**src/rtl/core/kat_pkg.sv**
```systemverilog
package kat_pkg;

  // Field widths
  localparam int CMD_W   = 3;
  localparam int ID_W    = 32;
  localparam int LIM_W   = 16;
  localparam int HDL_W   = 64;
  localparam int STS_W   = 3;
  localparam int COUNT_W = 6;

  // Command codes
  localparam logic [CMD_W-1:0] CMD_ADD     = 3'd0;
  localparam logic [CMD_W-1:0] CMD_DELETE  = 3'd1;
  localparam logic [CMD_W-1:0] CMD_REFRESH = 3'd2;
  localparam logic [CMD_W-1:0] CMD_TICK    = 3'd3;
  localparam logic [CMD_W-1:0] CMD_LOOKUP  = 3'd4;

  // Result status codes
  localparam logic [STS_W-1:0] STS_OK        = 3'd0;
  localparam logic [STS_W-1:0] STS_NOT_FOUND = 3'd1;
  localparam logic [STS_W-1:0] STS_FULL      = 3'd2;
  localparam logic [STS_W-1:0] STS_PRESENT   = 3'd3;
  localparam logic [STS_W-1:0] STS_EMPTY     = 3'd4;
  localparam logic [STS_W-1:0] STS_EXPIRED   = 3'd5;

  localparam logic [LIM_W-1:0] ELAPSED_MAX = '1;

  // One table entry as stored in the RAM
  typedef struct packed {
    logic [ID_W-1:0]  peer;
    logic [LIM_W-1:0] limit;
    logic [LIM_W-1:0] elapsed;
    logic [HDL_W-1:0] handle;
  } entry_t;

  localparam int ENTRY_W = $bits(entry_t);

  // Write data selection
  typedef enum logic [1:0] {
    WR_NEW,
    WR_COPY,
    WR_REFRESH,
    WR_TICK
  } wsel_e;

  // Kind of result word to build
  typedef enum logic [1:0] {
    RES_SINGLE,
    RES_EXPIRED,
    RES_CLOSE
  } res_kind_e;

  // Commands from the controller to the datapath
  typedef struct packed {
    logic             load;
    logic             cap;
    logic             idx_inc;
    logic             cnt_inc;
    logic             cnt_dec;
    logic             xcnt_inc;
    logic             rd_tail;
    logic             we;
    logic             wa_count;
    wsel_e            wsel;
    logic             emit;
    res_kind_e        res_kind;
    logic [STS_W-1:0] res_status;
    logic             with_handle;
  } dp_ctl_t;

  // Status from the datapath to the controller
  typedef struct packed {
    logic [CMD_W-1:0] cmd;
    logic             full;
    logic             empty;
    logic             at_end;
    logic             match;
    logic             expired;
    logic             out_free;
  } dp_sts_t;

endpackage

```
**src/rtl/core/kat_ctrl.sv**
```systemverilog
module kat_ctrl (
  input  logic             clk_i,
  input  logic             rst_ni,
  input  logic             in_valid_i,
  output logic             in_ready_o,
  input  kat_pkg::dp_sts_t sts_i,
  output kat_pkg::dp_ctl_t ctl_o
);

  localparam logic [3:0] S_IDLE  = 4'd0;
  localparam logic [3:0] S_START = 4'd1;
  localparam logic [3:0] S_SCAN  = 4'd2;
  localparam logic [3:0] S_CMP   = 4'd3;
  localparam logic [3:0] S_MOVE  = 4'd4;
  localparam logic [3:0] S_EMIT  = 4'd5;
  localparam logic [3:0] S_TRD   = 4'd6;
  localparam logic [3:0] S_TCMP  = 4'd7;
  localparam logic [3:0] S_TEXP  = 4'd8;
  localparam logic [3:0] S_CLOSE = 4'd9;

  logic [3:0]                 state_q, state_d;
  logic [kat_pkg::STS_W-1:0]  res_status_q, res_status_d;
  logic                       with_handle_q, with_handle_d;

  // Sequence one command through the table
  always_comb begin
    state_d       = state_q;
    res_status_d  = res_status_q;
    with_handle_d = with_handle_q;
    in_ready_o    = 1'b0;
    ctl_o         = '0;
    ctl_o.wsel    = kat_pkg::WR_NEW;
    ctl_o.res_kind = kat_pkg::RES_SINGLE;
    ctl_o.res_status  = res_status_q;
    ctl_o.with_handle = with_handle_q;

    case (state_q)
      S_IDLE: begin
        in_ready_o = 1'b1;
        if (in_valid_i) begin
          ctl_o.load    = 1'b1;
          with_handle_d = 1'b0;
          state_d       = S_START;
        end
      end

      S_START: begin
        case (sts_i.cmd)
          kat_pkg::CMD_ADD: begin
            if (sts_i.full) begin
              res_status_d = kat_pkg::STS_FULL;
              state_d      = S_EMIT;
            end else begin
              state_d = S_SCAN;
            end
          end
          kat_pkg::CMD_DELETE, kat_pkg::CMD_REFRESH, kat_pkg::CMD_LOOKUP: begin
            state_d = S_SCAN;
          end
          kat_pkg::CMD_TICK: begin
            if (sts_i.empty) begin
              res_status_d = kat_pkg::STS_EMPTY;
              state_d      = S_EMIT;
            end else begin
              state_d = S_TRD;
            end
          end
          default: state_d = S_IDLE;
        endcase
      end

      // Read the entry at the index, or finish a search that found nothing
      S_SCAN: begin
        if (sts_i.at_end) begin
          if (sts_i.cmd == kat_pkg::CMD_ADD) begin
            ctl_o.we       = 1'b1;
            ctl_o.wa_count = 1'b1;
            ctl_o.wsel     = kat_pkg::WR_NEW;
            ctl_o.cnt_inc  = 1'b1;
            res_status_d   = kat_pkg::STS_OK;
          end else begin
            res_status_d = kat_pkg::STS_NOT_FOUND;
          end
          state_d = S_EMIT;
        end else begin
          state_d = S_CMP;
        end
      end

      // Compare the read id and act on a hit
      S_CMP: begin
        ctl_o.cap = 1'b1;
        if (sts_i.match) begin
          case (sts_i.cmd)
            kat_pkg::CMD_ADD: begin
              res_status_d = kat_pkg::STS_PRESENT;
              state_d      = S_EMIT;
            end
            kat_pkg::CMD_DELETE: begin
              ctl_o.rd_tail = 1'b1;
              state_d       = S_MOVE;
            end
            kat_pkg::CMD_REFRESH: begin
              ctl_o.we     = 1'b1;
              ctl_o.wsel   = kat_pkg::WR_REFRESH;
              res_status_d = kat_pkg::STS_OK;
              state_d      = S_EMIT;
            end
            kat_pkg::CMD_LOOKUP: begin
              res_status_d  = kat_pkg::STS_OK;
              with_handle_d = 1'b1;
              state_d       = S_EMIT;
            end
            default: state_d = S_IDLE;
          endcase
        end else begin
          ctl_o.idx_inc = 1'b1;
          state_d       = S_SCAN;
        end
      end

      // Move the last entry into the freed slot
      S_MOVE: begin
        ctl_o.we      = 1'b1;
        ctl_o.wsel    = kat_pkg::WR_COPY;
        ctl_o.cnt_dec = 1'b1;
        res_status_d  = kat_pkg::STS_OK;
        state_d       = S_EMIT;
      end

      S_EMIT: begin
        if (sts_i.out_free) begin
          ctl_o.emit     = 1'b1;
          ctl_o.res_kind = kat_pkg::RES_SINGLE;
          state_d        = S_IDLE;
        end
      end

      // Tick walk: read each entry, update, report
      S_TRD: begin
        state_d = sts_i.at_end ? S_CLOSE : S_TCMP;
      end

      S_TCMP: begin
        ctl_o.cap  = 1'b1;
        ctl_o.we   = 1'b1;
        ctl_o.wsel = kat_pkg::WR_TICK;
        if (sts_i.expired) begin
          ctl_o.xcnt_inc = 1'b1;
          state_d        = S_TEXP;
        end else begin
          ctl_o.idx_inc = 1'b1;
          state_d       = S_TRD;
        end
      end

      S_TEXP: begin
        if (sts_i.out_free) begin
          ctl_o.emit     = 1'b1;
          ctl_o.res_kind = kat_pkg::RES_EXPIRED;
          ctl_o.idx_inc  = 1'b1;
          state_d        = S_TRD;
        end
      end

      S_CLOSE: begin
        if (sts_i.out_free) begin
          ctl_o.emit     = 1'b1;
          ctl_o.res_kind = kat_pkg::RES_CLOSE;
          state_d        = S_IDLE;
        end
      end

      default: state_d = S_IDLE;
    endcase
  end

  always_ff @(posedge clk_i or negedge rst_ni) begin
    if (!rst_ni) begin
      state_q       <= S_IDLE;
      res_status_q  <= kat_pkg::STS_OK;
      with_handle_q <= 1'b0;
    end else begin
      state_q       <= state_d;
      res_status_q  <= res_status_d;
      with_handle_q <= with_handle_d;
    end
  end

endmodule

```
**config.mk**
```make
export PLATFORM = sky130hd
export DESIGN_NAME = kat_ctrl
export DESIGN_NICKNAME = d
export VERILOG_FILES = /design/src/rtl/core/kat_pkg.sv /design/src/rtl/core/kat_ctrl.sv
export SDC_FILE = /design/constraint.sdc
export NUM_CORES = 1
export LEC_CHECK = 0
export BUFFER_PORTS_ARGS = -buffer_cell sky130_fd_sc_hd__buf_2
export CORE_MARGIN = 3
export CORE_UTILIZATION = 40
export DETAILED_ROUTE_END_ITERATION = 10
export PLACE_DENSITY = 0.67
export SETUP_SLACK_MARGIN = 0.3
export SLEW_MARGIN = 25
export SYNTH_ARGS = -nofsm -noshare
export SYNTH_HDL_FRONTEND = slang
export SYNTH_SLANG_ARGS = --single-unit
```
**constraint.sdc**
```tcl
create_clock -name clk_i -period 1.9 [get_ports clk_i]
set_input_delay 0.19 -clock clk_i [delete_from_list [all_inputs] [get_ports clk_i]]
set_output_delay 0.19 -clock clk_i [all_outputs]
set_load 0.02 [all_outputs]
```
Yosys cells after proc, flatten, opt, wreduce, memory -nomap -nowiden --
Index checks and enable logic that the tools add are counted.
Operators by class: equality and inequality tests 23, multiplexer cells 53, reductions and logical operators 13
Operator list (number):
- case mux 4 bit (9 select lines) | 1
- two-way mux 3 bit | 10
- two-way mux 4 bit | 7
- two-way mux 1 bit | 21
- case mux 3 bit (2 select lines) | 3
- equality test 4 x 3 -> 1 bit, second input constant | 4
- != test 3 bit, second input constant | 4
- case mux 3 bit (4 select lines) | 1
- case mux 4 bit (3 select lines) | 1
- case mux 3 bit (3 select lines) | 1
- equality test 4 x 2 -> 1 bit, second input constant | 2
- equality test 4 bit, second input constant | 2
- two-way mux 2 bit | 4
- != test 2 bit, second input constant | 4
- case mux 2 bit (4 select lines) | 1
- OR reduction 2 bit | 4
- AND reduction 7 bit | 1
- equality test 3 x 2 -> 1 bit, second input constant | 2
- case mux 1 bit (3 select lines) | 2
- OR reduction 3 bit | 2
- equality test 4 x 1 -> 1 bit, second input constant | 1
- logical NOT 4 bit | 1
- != test 2 x 1 -> 1 bit, second input constant | 2
- AND reduction 4 bit | 1
- other kinds (7) | 7
Word-level totals: flip-flop bits (word level) 8, bits of input ports 12, output and inout bits 19, word-level logic and storage cells 92

Longest topological paths before layout --
word-level depth 5, gate-level depth with buffers 5, depth with buffers taken out 4

Worst setup path after synthesis --
No wires, ideal clock.
kind register to output, start point reg state_q[0], end point out ctl_o[17] in the netlist's numbering, arrival time 1.693 ns, required time 1.710 ns, slack 0.017 ns, stages on the path, launching flop included 6, buffers on the path 1, cell sequence dfrtp_1 > clkbuf_1 > nor2_1 > inv_1 > nor3_1 > and2_1
RTL lines:
- from (decl) | RTL line kat_ctrl.sv:21 | logic [3:0] state_q, state_d;
- from (signal assigned) | RTL line kat_ctrl.sv:184 | state_q <= state_d;
- to (decl) | RTL line kat_ctrl.sv:7 | output kat_pkg::dp_ctl_t ctl_o

Worst setup path in the final report --
start point reg state_q[1], end point reg res_status_q[2] in the netlist's numbering
Between the ends: longest elaborated chain between the ends 3, elaborated cells on any way between the ends 13, those cells by class eq/ne (10); mux (1); reduce/logical (2)
Ends and longest elaborated chain:
- equality test 4 x 1 -> 1 bit, or another cell as far along | RTL line kat_ctrl.sv:37 | case (state_q)
- != test 3 bit (no line), or another cell as far along
- AND reduction 7 bit (no line)
- to (signal assigned) | RTL line kat_ctrl.sv:181 | res_status_q <= kat_pkg::STS_OK;
- to (signal assigned) | RTL line kat_ctrl.sv:185 | res_status_q <= res_status_d;
- to (decl) | RTL line kat_ctrl.sv:22 | logic [kat_pkg::STS_W-1:0] res_status_q, res_status_d;
Several ways; a longest one is shown, not always the timed one. A chain may end at the register's enable or synchronous reset.

==> impl_metrics.py <==
metrics = {
    "outcome": {
        "status": "finished clean",
    },
    "drt": {
        "num_vias": 1087,
        "routedWlPerCell_um": 17.3,
        "firstDrtPassIters": 4,
        "viasPerCell": 5.72,
        "drc": 0,
        "ant_nets": 0,
        "drt_iter0_drc": 23,
        "wl_mm": 3.28,
    },
    "worst_setup_path": {
        "timing.rr.start": "state_q[1]$_DFFE_PN0P_",
        "reg2regPathDepth": 4,
        "cp_slowest_stage_delay_ns": 0.59,
        "crit_required_ns": 2.04,
        "critPathSlowestCell": "or4b_4",
        "worstSetupPathType": "register to register",
        "regToRegEndpoint": "res_status_q[2]$_DFFE_PN0P_",
        "cp_max_fo": 3,
        "start_kind": "register",
        "crit_chain": "or4b_4, a211oi_4, o221ai_2, mux2_4",
        "arrival_ns": 1.99,
        "end_kind": "register",
        "reg2reg_setup_slack_ns": 0.06,
    },
    "synth": {
        "synthFlopType": "dfrtp_1",
        "synth_cells": 109,
        "synth-seq-cells": 8,
        "synth_warnings": 0,
        "synth_cell_types": 45,
        "synthesis.nets": 121,
        "asyncSetResetFlopFracSynth_pct": 100,
        "syn_area_sq_um": 855,
        "synth-edff-count": 0,
        "synth-seq-area-share_pct": 23.4,
        "avgSynthCellArea_sq_um": 7.84,
    },
    "clocking": {
        "cts_tree": "yes",
        "root_buffer": "clkbuf_4",
        "htreeDepth": 1,
        "cts.sinks": 8,
        "cts.path.max_buffers": 2,
        "cts_buffers": 3,
        "clk_pin_slew_ns": 0.06,
        "clock_latency_ns": 0.26,
    },
    "finish": {
        "drive_gt1_share_pct": 54.6,
        "fill_cells": 148,
        "fin_nets": 177,
        "multiInputGateArea_sq_um": 706,
        "diodes": 0,
        "synthToLayoutAreaGrowth_pct": 67.9,
        "layout.cells.non_filler": 190,
        "design_area_sq_um": 1440,
        "seqCellArea_sq_um": 201,
    },
    "power_and_ir_drop": {
        "pwr-share-seq_pct": 17.4,
        "power_density_nw_per_um2": 1130,
        "power_frac_clock_pct": 8.4,
        "p_comb_share_pct": 74.2,
        "ir_drop_uv": 656,
        "power_leakage_uw": 0.000671,
        "switchingPower_uw": 728,
        "switching_share_pct": 44.9,
        "p_int_uw": 894,
    },
    "sta": {
        "fmax_ghz": 0.543,
        "fin_skew_ns": 0.00329,
        "setup_tns_ns": 0,
        "holdWs_ns": 0.155,
        "final-hold-violation-count": 0,
        "fin_crit_ns": 1.84,
        "rsz0062_at_grt": "yes",
        "timing.slew.headroom_pct": 79.9,
        "final-setup-viol-count": 0,
        "maxSlewViolCount": 0,
        "tightestPinTransition_ns": 0.300,
        "fin_ws_ns": 0.0581,
        "min_period_over_period_pct": 96.9,
    },
    "global_routing": {
        "overflow": 0,
        "grt_max_degree": 12,
        "grt_pass1_vias": 1006,
        "grt_pass1_wl_mm": 4.46,
        "antenna_found_initial": 0,
        "track_usage_pct": 21.8,
    },
    "die": {
        "core_sq_um": 2000,
        "dieArea_sq_um": 2730,
        "die_w_um": 52.2,
        "die_h_um": 52.2,
        "io_pins": 31,
        "fp-row-count": 16,
        "start_util_pct": 42.7,
    },
    "job": {
        "max-cap-violations": 0,
    },
    "place": {
        "dp_cells": 161,
        "hpwlAfterDp_mm": 1.82,
        "place_ws_ns": 0.142,
        "gp_congestion": 0.911,
        "portBuffers": 30,
        "placed_cell_area_sq_um": 1050,
    },
    "worst_hold_path": {
        "hold_path_end": "with_handle_q$_DFFE_PN0P_",
        "min_delay_path_depth": 2,
        "hold_path_class": "input pin to register",
        "min_from": "in_valid_i",
    },
}
-- cell usage after synthesis, types with 2 or more instances --
master / instances / share of area, %
nor2_1: 12 / 5.3
nand2_1: 9 / 4.0
dfrtp_1: 8 / 23
a31oi_1: 6 / 4.4
clkbuf_1: 6 / 2.6
a21oi_1: 5 / 2.9
inv_1: 5 / 2.2
nand2b_1: 4 / 2.9
nor2b_1: 4 / 2.9
nor3b_1: 4 / 3.5
o21ai_0: 4 / 2.3
nor3_1: 3 / 1.8
a211oi_1: 2 / 1.8
a21o_1: 2 / 1.8
buf_4: 2 / 1.8
mux2_4: 2 / 3.5
nand3_1: 2 / 1.2
or3b_1: 2 / 2.1
-- area by class of cell --
class                      count  area share, %
tap                           27           2.35
clock buffer                   3           1.57
sequential                     8           14.0
inverter                       5           1.48
multi-input combinational     87           49.2
timing repair buffer          60           31.4
-- layer usage --
metal	share of wire (%)	track usage [%]
met1	42	26.2
met2	50	37.4
met3	5.6	5.41
met4	2.4	7.66
met5	0	0
-- sequential cells by signal (all words and copies together) (netlist names) --
name / count
state_q: 4
with_handle_q: 1
res_status_q: 3
-- worst max path at each step --
stage                                        to                   start  depth (start not counted)
CTS                                   ctl_o[10]  state_q[1]$_DFFE_PN0P_                          5
floorplan           res_status_q[1]$_DFFE_PN0P_  state_q[1]$_DFFE_PN0P_                          4
finish              res_status_q[2]$_DFFE_PN0P_  state_q[1]$_DFFE_PN0P_                          4
detailed placement  res_status_q[1]$_DFFE_PN0P_  state_q[3]$_DFFE_PN0P_                          4
global placement    res_status_q[2]$_DFFE_PN0P_  state_q[3]$_DFFE_PN0P_                          4
global route        res_status_q[1]$_DFFE_PN0P_  state_q[0]$_DFFE_PN0P_                          5
-- per-stage QoR --
step / util (%) / power [uW]
floorplan: - / 864
global placement: 52.5 / 1060
detailed placement: 52.5 / 1060
CTS: 65.0 / 1380
global route: 71.7 / 1700
finish: 71.7 / 1620
-- repair_timing --
action                                 4_1_cts  5_1_grt
setup endpoints to repair                   14       19
hold buffers                                 1        0
resized for setup                           21       22
cloned                                       2        0
endpoints found under the hold margin        8        0
setup buffers                               16        7
pin swaps                                    7        6
-- cells by family (layout without fill, tap and decap cells) --
logic type | after synthesis | after routing | share of synthesized area (%)
xor gates and xnor gates | 1 | 1 | 1.03
buffers and inverters | 14 | 68 | 7.17
muxes | 4 | 4 | 6.00
DFF | 8 | 8 | 23.4
AOI/OAI and AO/OA | 33 | 33 | 29.1
and+or+nand+nor | 49 | 49 | 33.2
-- power groups by stage --
stage,sequential (uW),clock (uW),combinational [uW]
after floorplan,310,0,555
after global placement,280,0,776
after detailed placement,281,0,783
after CTS,274,133,975
after global routing,287,144,1270
final,282,136,1200
-- layout by cell type, fill, tap and decap left out, types with 4 or more instances in the layout --
| cell type | n |
|---|---|
| buf_4 | 24 |
| buf_2 | 22 |
| buf_6 | 12 |
| nand2_1 | 9 |
| nor2_1 | 9 |
| dfrtp_1 | 7 |
| a31oi_1 | 6 |
| a21oi_1 | 4 |
| inv_1 | 4 |
| o21ai_0 | 4 |
-- worst max-delay path: cells and delay by family (launching register included) --
family          cells  cell delay, ns
compound gates      2            0.39
simple gates        1            0.59
flops               1            0.41
mux                 1            0.33
Power figures use the tool's default switching activity.
